$ cat src/rtl/aac_pkg.sv
// Shared widths, defaults and request codes for the address-resolution cache.
package aac_pkg;

  // Table depth default
  localparam int NUM_ENTRIES_DEF = 8;

  // Field widths
  localparam int IP_W   = 32;
  localparam int MAC_W  = 48;
  localparam int SLOT_W = 3;

  // Packed stream widths; the tdata widths are rounded up to whole bytes
  localparam int IN_TDATA_W  = ((IP_W + MAC_W + 7) / 8) * 8;
  localparam int OUT_RAW_W   = 1 + MAC_W + SLOT_W + 1 + 1;
  localparam int OUT_TDATA_W = ((OUT_RAW_W + 7) / 8) * 8;

  // Request kinds carried on in_tuser
  localparam logic REQ_LOOKUP = 1'b0;
  localparam logic REQ_UPDATE = 1'b1;

endpackage : aac_pkg

$ cat src/rtl/arp_address_cache_core.sv
// Sequence: a request with address 0 goes straight from ST_IDLE to ST_DONE and is flagged ignored;
// any other request walks the table one entry a cycle in ST_SCAN, stopping at the first matching
// entry or at the last entry, then passes through ST_RES and ST_DONE into the output register.
// One request at a time: in_tready is high only between requests, and a held result stalls input.
// Reset (rst_n low, synchronous) clears the entry valid bits, so every entry reads as free.
module arp_address_cache_core
  import aac_pkg::*;
#(
  parameter int NUM_ENTRIES = NUM_ENTRIES_DEF
) (
  input  logic                   clk,
  input  logic                   rst_n,
  // request channel
  input  logic                   in_tvalid,
  output logic                   in_tready,
  input  logic [IN_TDATA_W-1:0]  in_tdata,   // ip_addr[31:0], mac_in[79:32]
  input  logic                   in_tuser,   // req_type
  // result channel
  output logic                   out_tvalid,
  input  logic                   out_tready,
  output logic [OUT_TDATA_W-1:0] out_tdata   // hit[0], mac_out[48:1], slot[51:49],
                                             // evicted[52], ignored[53], zero pad above
);

  localparam int IDX_W = (NUM_ENTRIES > 1) ? $clog2(NUM_ENTRIES) : 1;
  localparam int CNT_W = $clog2(NUM_ENTRIES + 1);

  typedef enum logic [1:0] {
    ST_IDLE,
    ST_SCAN,
    ST_RES,
    ST_DONE
  } state_t;

  state_t state_r;

  // Latched request
  logic             req_r;
  logic [IP_W-1:0]  ip_r;
  logic [MAC_W-1:0] mac_r;

  // Walk control
  logic [CNT_W-1:0] cnt_r;
  logic             chk_v_r;
  logic [IDX_W-1:0] chk_idx_r;
  logic             match_r;
  logic [IDX_W-1:0] match_idx_r;
  logic             free_r;
  logic [IDX_W-1:0] free_idx_r;

  // Tables: keys and hardware addresses in memories, valid bits in flops
  logic [IP_W-1:0]        key_mem [NUM_ENTRIES];
  logic [MAC_W-1:0]       mac_mem [NUM_ENTRIES];
  logic [NUM_ENTRIES-1:0] valid_r;
  logic [IP_W-1:0]        key_rd_r;
  logic                   vld_rd_r;
  logic [MAC_W-1:0]       mac_rd_r;

  // Pending result
  logic              res_hit_r;
  logic              res_mac_sel_r;
  logic [SLOT_W-1:0] res_slot_r;
  logic              res_evict_r;
  logic              res_ign_r;

  // Output register
  logic              out_tvalid_r;
  logic              out_hit_r;
  logic [MAC_W-1:0]  out_mac_r;
  logic [SLOT_W-1:0] out_slot_r;
  logic              out_evict_r;
  logic              out_ign_r;

  logic             in_acc;
  logic             issue;
  logic             cmp_eq;
  logic             last_chk;
  logic             scan_end;
  logic             out_load;
  logic [IDX_W-1:0] rd_idx;
  logic [IDX_W-1:0] wr_idx;
  logic             mem_we;
  logic             mac_re;
  logic             is_upd;

  // Sequencer decode and the shared key comparator
  always_comb begin
    in_acc   = in_tvalid && in_tready;
    is_upd   = (req_r == REQ_UPDATE);
    issue    = (state_r == ST_SCAN) && (cnt_r < CNT_W'(NUM_ENTRIES));
    rd_idx   = cnt_r[IDX_W-1:0];
    cmp_eq   = chk_v_r && vld_rd_r && (key_rd_r == ip_r);
    last_chk = (chk_idx_r == IDX_W'(NUM_ENTRIES - 1));
    scan_end = chk_v_r && (cmp_eq || last_chk);
    out_load = (state_r == ST_DONE) && (!out_tvalid_r || out_tready);
    if (match_r) begin
      wr_idx = match_idx_r;
    end else if (free_r) begin
      wr_idx = free_idx_r;
    end else begin
      wr_idx = '0;
    end
    mem_we = (state_r == ST_RES) && is_upd;
    mac_re = (state_r == ST_RES) && !is_upd && match_r;
  end

  // Table memories, registered reads
  always_ff @(posedge clk) begin
    if (mem_we) begin
      key_mem[wr_idx] <= ip_r;
      mac_mem[wr_idx] <= mac_r;
    end
    if (issue) begin
      key_rd_r <= key_mem[rd_idx];
    end
    if (mac_re) begin
      mac_rd_r <= mac_mem[match_idx_r];
    end
  end

  // Sequencer, valid bits and output register
  always_ff @(posedge clk) begin
    if (!rst_n) begin
      state_r      <= ST_IDLE;
      valid_r      <= '0;
      out_tvalid_r <= 1'b0;
      chk_v_r      <= 1'b0;
      match_r      <= 1'b0;
      free_r       <= 1'b0;
      cnt_r        <= '0;
    end else begin
      // result valid: set on load, cleared once taken
      if (out_load) begin
        out_tvalid_r <= 1'b1;
      end else if (out_tready) begin
        out_tvalid_r <= 1'b0;
      end
      if (mem_we) begin
        valid_r[wr_idx] <= 1'b1;
      end
      unique case (state_r)
        ST_IDLE: begin
          if (in_acc) begin
            req_r   <= in_tuser;
            ip_r    <= in_tdata[IP_W-1:0];
            mac_r   <= in_tdata[IP_W+MAC_W-1:IP_W];
            cnt_r   <= '0;
            chk_v_r <= 1'b0;
            match_r <= 1'b0;
            free_r  <= 1'b0;
            if (in_tdata[IP_W-1:0] == '0) begin
              // reserved address: nothing to do
              res_hit_r     <= 1'b0;
              res_mac_sel_r <= 1'b0;
              res_slot_r    <= '0;
              res_evict_r   <= 1'b0;
              res_ign_r     <= 1'b1;
              state_r       <= ST_DONE;
            end else begin
              state_r <= ST_SCAN;
            end
          end
        end
        ST_SCAN: begin
          // issue next read, compare the entry read last cycle
          if (issue) begin
            cnt_r    <= cnt_r + CNT_W'(1);
            vld_rd_r <= valid_r[rd_idx];
          end
          chk_v_r   <= issue && !scan_end;
          chk_idx_r <= rd_idx;
          if (chk_v_r) begin
            if (cmp_eq) begin
              match_r     <= 1'b1;
              match_idx_r <= chk_idx_r;
              state_r     <= ST_RES;
            end else begin
              if (!vld_rd_r && !free_r) begin
                free_r     <= 1'b1;
                free_idx_r <= chk_idx_r;
              end
              if (last_chk) begin
                state_r <= ST_RES;
              end
            end
          end
        end
        ST_RES: begin
          res_hit_r     <= match_r;
          res_mac_sel_r <= !is_upd && match_r;
          res_ign_r     <= 1'b0;
          res_evict_r   <= is_upd && !match_r && !free_r;
          if (match_r || is_upd) begin
            res_slot_r <= SLOT_W'(wr_idx);
          end else begin
            res_slot_r <= '0;
          end
          state_r <= ST_DONE;
        end
        ST_DONE: begin
          if (out_load) begin
            out_hit_r    <= res_hit_r;
            out_mac_r    <= res_mac_sel_r ? mac_rd_r : '0;
            out_slot_r   <= res_slot_r;
            out_evict_r  <= res_evict_r;
            out_ign_r    <= res_ign_r;
            state_r      <= ST_IDLE;
          end
        end
        default: begin
          state_r <= ST_IDLE;
        end
      endcase
    end
  end

  // Ports
  assign in_tready  = (state_r == ST_IDLE);
  assign out_tvalid = out_tvalid_r;
  assign out_tdata  = {(OUT_TDATA_W - OUT_RAW_W)'(0), out_ign_r, out_evict_r, out_slot_r,
                       out_mac_r, out_hit_r};

endmodule : arp_address_cache_core
$ cat config.mk
export PLATFORM = sky130hd
export DESIGN_NAME = arp_address_cache_core
export DESIGN_NICKNAME = d
export VERILOG_FILES = /design/src/rtl/aac_pkg.sv /design/src/rtl/arp_address_cache_core.sv
export SDC_FILE = /design/constraint.sdc
export NUM_CORES = 1
export LEC_CHECK = 0
export ABC_AREA = 1
export BUFFER_PORTS_ARGS = -buffer_cell sky130_fd_sc_hd__buf_4
export CORE_UTILIZATION = 45
export CTS_CLUSTER_DIAMETER = 80
export DETAILED_ROUTE_END_ITERATION = 8
export PLACE_DENSITY = 0.67
export SYNTH_ARGS = -nofsm -noshare
export SYNTH_HDL_FRONTEND = slang
export SYNTH_SLANG_ARGS = --single-unit
export TNS_END_PERCENT = 5
$ cat constraint.sdc
create_clock -name clk -period 5.3 [get_ports clk]
set_input_delay 0.53 -clock clk [delete_from_list [all_inputs] [get_ports clk]]
set_output_delay 0.53 -clock clk [all_outputs]
set_load 0.01 [all_outputs]
# Word-level counts from Yosys, hierarchy flattened

Memory sizes are Yosys's and may differ from the RTL's. A register that Yosys moved wholly into a read port is not among the register bits.
Index checks and enable logic that the tools add are counted.

Input bits: 85
Register bits after elaboration: 170
Memory bits (writable): 640
Memories: 2
Output and inout bits: 58

Bitwise gates (word level): 2
$lt $le $gt $ge: 4
Mux-type cells: 41
Reductions and logical operators: 41
$add $sub $neg: 1
Eq/ne operators: 14

Memory list:

| name    | words | width | read ports | clocked after Yosys merged registers in | wr ports | RTL line                     | text |
|---|---|---|---|---|---|---|---|
| mac_mem | 8     | 48    | 1          | 1                                       | 1        | arp_address_cache_core.sv:53 | `logic [MAC_W-1:0] mac_mem [NUM_ENTRIES];` |
| key_mem | 8     | 32    | 1          | 1                                       | 1        | arp_address_cache_core.sv:52 | `logic [IP_W-1:0] key_mem [NUM_ENTRIES];` |

Operators by type and width:

| cell                | number |
|---|---|
| $eq 32x32->1        | 1 |
| $logic_not 32->1    | 1 |
| $mux 1              | 16 |
| $reduce_and 4->1    | 4 |
| $logic_and 1x1->1   | 15 |
| $mux 3              | 5 |
| $pmux 1 s2          | 7 |
| $mux 2              | 6 |
| $reduce_and 3->1    | 4 |
| $ne 2x2->1 const B  | 5 |
| $reduce_and 5->1    | 2 |
| $lt 3x4->1 const B  | 2 |
| $mux 4              | 2 |
| $or 8x8->8          | 1 |
| $pmux 2 s4          | 1 |
| $pmux 4 s2          | 1 |
| $logic_not 1->1     | 6 |
| $ne 2x1->1 const B  | 3 |
| $pmux 3 s2          | 1 |
| $reduce_bool 2->1   | 3 |
| $add 4x1->4 const B | 1 |
| $eq 2x2->1 const B  | 2 |
| $lt 4x4->1 const B  | 1 |
| $reduce_and 2->1    | 2 |
| 9 further kinds     | 11 |

# Logic depth before layout (Yosys ltp)

Gate-level depths: netlist (run 1).

Depth in word-level cells: 7
Mapped depth: 13
Mapped depth without buffers: 13

# Least setup slack after synthesis (run 1)

OpenSTA, ideal clock, no wires.

Path type: reg2reg
Start point: register match_idx_r[0]
End point: memory key_mem[2][0], enable pin
Data arrival time: 4.308 ns
Library setup time: 0.521 ns
Clock period less this slack: 4.829 ns
Setup slack: 0.471 ns
Path buffers: 1
Cell stages (with the launch flop): 6
Cell sequence: edfxtp_1 > inv_2 > buf_6 > o21a_2 > nand3_1 > nor2_1

Word-level cells in the longest chain between the ends: 1

RTL lines:

| what                   | RTL line                      | text |
|---|---|---|
| from (decl)            | arp_address_cache_core.sv:47  | `logic [IDX_W-1:0] match_idx_r;` |
| from (signal assigned) | arp_address_cache_core.sv:175 | `match_idx_r <= chk_idx_r;` |
| $mux 3                 | arp_address_cache_core.sv:96  | `if (match_r) begin` |
| to (decl)              | arp_address_cache_core.sv:52  |  |

No other way between the ends.

==> results of run 1 <==
==> cell usage after synthesis, types with 16 or more instances <==
library cell,n,area share
a31oi_1,82,0.015
buf_2,39,0.0057
buf_4,18,0.0040
clkbuf_1,60,0.0066
dfxtp_1,18,0.011
edfxtp_1,872,0.77
inv_1,128,0.014
nand2_1,154,0.017
nand3_1,16,0.0024
nor2_1,642,0.071
o21ai_0,281,0.041
o21ai_1,53,0.0078
o22ai_1,81,0.015
==> state kept, by name, summed over array words and instances, names as in the netlist, 2 cells and up <==
| signal | flops |
|---|---|
| out_slot_r | 3 |
| match_idx_r | 3 |
| key_rd_r | 32 |
| state_r | 2 |
| out_mac_r | 48 |
| mac_r | 48 |
| mac_rd_r | 48 |
| free_idx_r | 3 |
| cnt_r | 4 |
| ip_r | 32 |
| valid_r | 8 |
| mac_mem | 384 |
| res_slot_r | 3 |
| chk_idx_r | 3 |
| key_mem | 256 |
==> per-layer routing <==
layer / up-vias / track usage
met1: 9816 / 0.246
li1: 9327 / -
met5: - / 0
met2: 733 / 0.326
met3: 145 / 0.0326
met4: 0 / 0.0667
==> stage by stage <==
step                      worst slack [ps]   util
after floorplan                        471      -
after global placement                2430  0.482
after detailed placement              2280  0.482
after CTS                             2210  0.519
after global routing                  2030  0.519
final                                 2220  0.519
==> critical path: stages, from the launching register on <==
cell      delay (ps)
edfxtp_1         390
buf_4            700
buf_4            960
o21ai_0          290
o22ai_1          260
nor2_1            60
a31oi_1          170
==> path summary, 6_finish.rpt <==
check / from / endpoint / slack (ps) / cells after the start
max reg2reg: match_idx_r[0] / mac_rd_r[26] / 2220 / 6
min reg2reg: res_hit_r / out_hit_r / 400 / 0
max: match_idx_r[0] / mac_rd_r[26] / 2220 / 6
min: in_tdata[42] / mac_r[10] / 50 / 1
==> power by group through the flow <==
stage	Clock, W	Sequential, W	Combinational [W]
detailed placement	0	0.00870	0.00133
CTS	0.00612	0.00856	0.00134
floorplan	0	0.00858	0.000935
finish	0.00600	0.00855	0.00133
global placement	0	0.00868	0.00129
global route	0.00637	0.00860	0.00149
==> final cells by class <==
type	count	area, um^2	area share
Sequential cell	890	26500	0.686
Clock inverter	49	364	0.00940
Timing Repair Buffer	172	1350	0.0350
Multi-Input combinational cell	1377	6300	0.163
Tap cell	969	1210	0.0313
Inverter	135	513	0.0132
Clock buffer	117	2430	0.0627
==> cell families after synthesis <==
family | synth area share
adders and majority gates | 0.00184
AOI/OAI and AO/OA | 0.0813
xor gates and xnor gates | 0.00129
buffers and inverters | 0.0367
and+or+nand+nor | 0.0984
other | 0.000110
DFF | 0.780
==> metrics, run 1 <==
largest net degree at the start of global routing=133; PortBufs=140; RePlAce Congestion=0.801; status=finished clean; DR vias=20000; Core Area=0.0746 mm^2; Post-Syn Instances=2536; met2 WL post-DR=36500 um; Chip Height=277 um; synth unique cells=37; most frequent cells in the layout=edfxtp_1 (872), nor2_1 (635), o21ai_0 (281); worst hold path class=primary input to flip-flop; initial core utilization=0.456; Nets=2758; cell-internal power=0.0120 W; layout cells sized above 1=0.120; vias in the first global route=19900; Peak VDD IR=0.271 mV; WHS=46.7 ps; crit path max fanout=106; TritonCTS clock tree=done; final setup fails=0; Skew-Pair Late Insertion Delay=660 ps; PostCTS Resize Cnt=0; Critical Path AT=3580 ps; I/O pin count=143; area grow syn2layout=13.8%; Total Wirelength=73700 um; Pre-antenna DRT Iters=6; Post-synth top flop=edfxtp_1; # H-tree levels=3; Syn Area/Cell=13.4 um^2; Sw Ratio=0.244; final hold vios=0; site row count=100; via/cell ratio=5.40; # clock sinks=890; die area=0.0767 mm^2; number of CTS-inserted buffers=92; Clk Tree Root Cell=clkbuf_16; commonest non-fill, non-tap cell in the layout=edfxtp_1; met3 routed WL=5020 um; Fin Setup TNS=0 ps; # fillers=6109; post-route clock period utilization=0.581; max layer used=met4; max_slew headroom=0.0954; GRT Util Overall=0.191; CTS Hold Buffers Added=0; Switch Pwr=0.00387 W; Seq/Total Area, Yosys=0.780; DRC=0; data required time at the worst endpoint=5800 ps; Final Power=0.0159 W; #FFs+latches synth=890; final setup skew=38.5 ps; Least-Margin Pin Slew=1360 ps; Met1 Routed Length=30000 um; Die W=277 um; first-pass GRT wire length=113000 um; asr flop ratio synth=0; Pins Over Slew Limit=0; crit path time final=3080 ps; CTS clock-pin slew for the worst setup and hold paths=60 ps; Cell Area, Placed=0.0359 mm^2; sequential fraction of design power=0.538; P per Cell Area=410 mW/mm^2; Leak=13.4 nW; CTS max path bufs=3; antenna violations before repair=0; fmax=0.325 GHz; initial drt markers=1776; number of synthesized flops with an enable pin=872; critical path type=flip-flop to flip-flop; fin cells=3709; post-route cell area=0.0387 mm^2; DPL Wire Length=39200 um; Yosys warning count=0; Mapped Area=0.0340 mm^2; Clk network pwr share=0.378; Comb power frac=0.084; RSZ-0062 raised after global routing=no; Max-cap violations=0; Antenna diodes=0; Worst Setup Start Kind=flip-flop; WL per Instance=19.9 um; Overflow after GRT=0; post-route ant nets=0; number of placed instances with taps included=3543; post-CTS setup repair buffer count=0; crit path capture type=flip-flop
No activity file was read; power rests on OpenSTA's default activity.
==> run 2: changes to the inputs <==
--- a/config.mk
+++ b/config.mk
@@ -10,7 +10,7 @@
 export CORE_UTILIZATION = 45
 export CTS_CLUSTER_DIAMETER = 80
 export DETAILED_ROUTE_END_ITERATION = 8
-export PLACE_DENSITY = 0.67
+export PLACE_DENSITY = 0.7
 export SYNTH_ARGS = -nofsm -noshare
 export SYNTH_HDL_FRONTEND = slang
 export SYNTH_SLANG_ARGS = --single-unit
==> constraint.sdc (replaced) <==
create_clock -name clk -period 2.64 [get_ports clk]
set_input_delay 0.264 -clock clk [delete_from_list [all_inputs] [get_ports clk]]
set_output_delay 0.264 -clock clk [all_outputs]
set_load 0.01 [all_outputs]
==> run 2 against run 1 <==
- worst setup slack got worse by 1800 ps
- core utilization is 1.7 points higher
- first-iteration DRC count is 11% higher
- register-to-register slack got worse by 1800 ps
- sequential cell count stayed put
- non-clock buffer count rose by 98
- hold slack gained 160 ps
- via count increased by 2.1%
- clock skew grew 1.1 ps
- clock-buffer cell count is 5 lower
==> metrics, run 2 (synthesis results as in run 1) <==
vias in the first global route=20600 (+3.8%); FF/Latch Area=0.0266 mm^2 (about the same); Max-cap violations=0 (unchanged); critical path type=flip-flop to flip-flop; post-route cell area=0.0400 mm^2 (+3.2%); I/O pin count=143 (unchanged); antenna violations before repair=0 (unchanged); Clk network pwr share=0.376 (-0.002); Sw Ratio=0.243 (-0.000750); Least-Margin Pin Slew=892 ps (-465 ps); most frequent cells in the layout=edfxtp_1 (872), nor2_1 (635), o21ai_0 (281); Cell Area, Placed=0.0363 mm^2 (+1.1%); data required time at the worst endpoint=2900 ps (-2900 ps); post-CTS setup repair buffer count=0 (unchanged); RR Endpoint=key_mem[6][28]; max_slew headroom=0.406 (+0.310); Antenna diodes=0 (unchanged); Hold Crit Start=in_tvalid; RePlAce Congestion=0.879 (+9.8%); final setup skew=39.6 ps (+1.10 ps); Total Wirelength=74600 um (+1.2%); DPL Wire Length=39400 um (+0.41%); Clk Tree Root Cell=clkbuf_16; Worst R2R Setup Slack=450 ps (-1770 ps); Peak VDD IR=0.495 mV (+83%); CTS clock-pin slew for the worst setup and hold paths=60 ps (about the same); Skew-Pair Late Insertion Delay=660 ps (about the same); status=finished clean; largest net degree at the start of global routing=193 (+45%); initial drt markers=1980 (+11%); worst hold stages=6 (+5); r2r worst-path depth=5 (-1); initial core utilization=0.456 (unchanged); Pins Over Slew Limit=0 (unchanged); fmax=0.457 GHz (+41%); Worst Setup Start Kind=flip-flop; cell-internal power=0.0243 W (+100%); crit path max fanout=70 (-34%); WHS=205 ps (+158 ps); PortBufs=140 (unchanged); Chip Height=277 um (unchanged); Leak=13.9 nW (+3.8%); worst hold path class=primary input to flip-flop; Pre-antenna DRT Iters=6 (unchanged); final hold vios=0 (unchanged); sequential fraction of design power=0.531 (-0.007); RR Startpoint=state_r[0]; WL per Instance=19.6 um (-1.4%); post-route ant nets=0 (unchanged); # fillers=5934 (-2.9%); Comb power frac=0.093 (+0.009); Nets=2853 (+3.4%); top flop regs=mac_mem (384), key_mem (256); area grow syn2layout=17.5%; Core Area=0.0746 mm^2 (unchanged); Largest Register=mac_mem; TritonCTS clock tree=done; # H-tree levels=3 (unchanged); first-pass GRT wire length=116000 um (+2.6%); Critical Path AT=2450 ps (-1130 ps); site row count=100 (unchanged); Overflow after GRT=0 (unchanged); number of CTS-inserted buffers=89 (-3.3%); final setup fails=0 (unchanged); DR vias=20400 (+2.1%); Switch Pwr=0.00781 W (+100%); DRC=0 (unchanged); GRT Util Overall=0.195 (+0.00390); die area=0.0767 mm^2 (unchanged); via/cell ratio=5.37 (-0.52%); commonest non-fill, non-tap cell in the layout=edfxtp_1; multi-input logic area=0.00630 mm^2 (unchanged); Die W=277 um (unchanged); Largest register FFs=384 (unchanged); crit path capture type=flip-flop; CTS max path bufs=3 (unchanged); crit path time final=2190 ps (-892 ps); layout cells sized above 1=0.121 (+0.000829); hold path endpoint=chk_v_r; post-route clock period utilization=0.829 (+0.248); # clock sinks=890 (unchanged); P per Cell Area=805 mW/mm^2 (+96%); RSZ-0062 raised after global routing=no
run 2: cell type report:
| class | count | area share |
|---|---|---|
| repair buffers | 270 | 0.0644 |
| flip-flops and latches | 890 | 0.664 |
| clock inverters | 53 | 0.0127 |
| inverters | 135 | 0.0128 |
| well taps | 969 | 0.0303 |
| clock buffers | 112 | 0.0579 |
| multi-input cells | 1377 | 0.158 |
run 2: timing repair:
item	CTS	global route
hold buffers	83	0
resized for setup	0	0
endpoints found under the hold margin	85	0
run 2: per-layer routing:
metal | part of all wire | global-route usage | vias to the layer above
met5 | 0 | 0 | -
met4 | 0.027 | 0.0682 | 0
met3 | 0.062 | 0.0297 | 147
met2 | 0.49 | 0.328 | 749
met1 | 0.42 | 0.258 | 10000
li1 | - | - | 9522
run 2: worst max-delay path, cell delays in order, from the launching register on:
cell and delay [ps]:
dfxtp_1 340, inv_1 110, ha_1 310, nand3_1 370, nor2_4 240, buf_12 440
run 2: worst max-delay path by stage:
stage | start | endpoint | slack (ps)
finish | state_r[0] | key_mem[6][28] | 450
global route | in_tdata[6] | res_evict_r | 270
CTS | state_r[0] | key_mem[6][1] | 440
detailed placement | in_tdata[6] | res_slot_r[0] | 400
global placement | in_tdata[6] | res_slot_r[2] | 410
floorplan | match_idx_r[0] | key_mem[1][0] | -820
run 2: power by group through the flow:
stage / Sequential (W) / Combinational [W] / Clock (W)
global route: 0.0172 / 0.00331 / 0.0128
floorplan: 0.0172 / 0.00189 / 0
detailed placement: 0.0174 / 0.00285 / 0
finish: 0.0171 / 0.00298 / 0.0121
global placement: 0.0173 / 0.00275 / 0
CTS: 0.0171 / 0.00297 / 0.0123
run 2: stage by stage:
step | util | cells | setup TNS (ps) | setup slack [ps] | power, W
after global placement | 0.487 | 3558 | 0 | 414 | 0.0201
after CTS | 0.536 | 3806 | 0 | 442 | 0.0324
after detailed placement | 0.487 | 3558 | 0 | 401 | 0.0202
after global routing | 0.536 | 3806 | 0 | 268 | 0.0333
after floorplan | - | 2537 | -420750 | -823 | 0.0191
final | 0.536 | 3806 | 0 | 451 | 0.0322
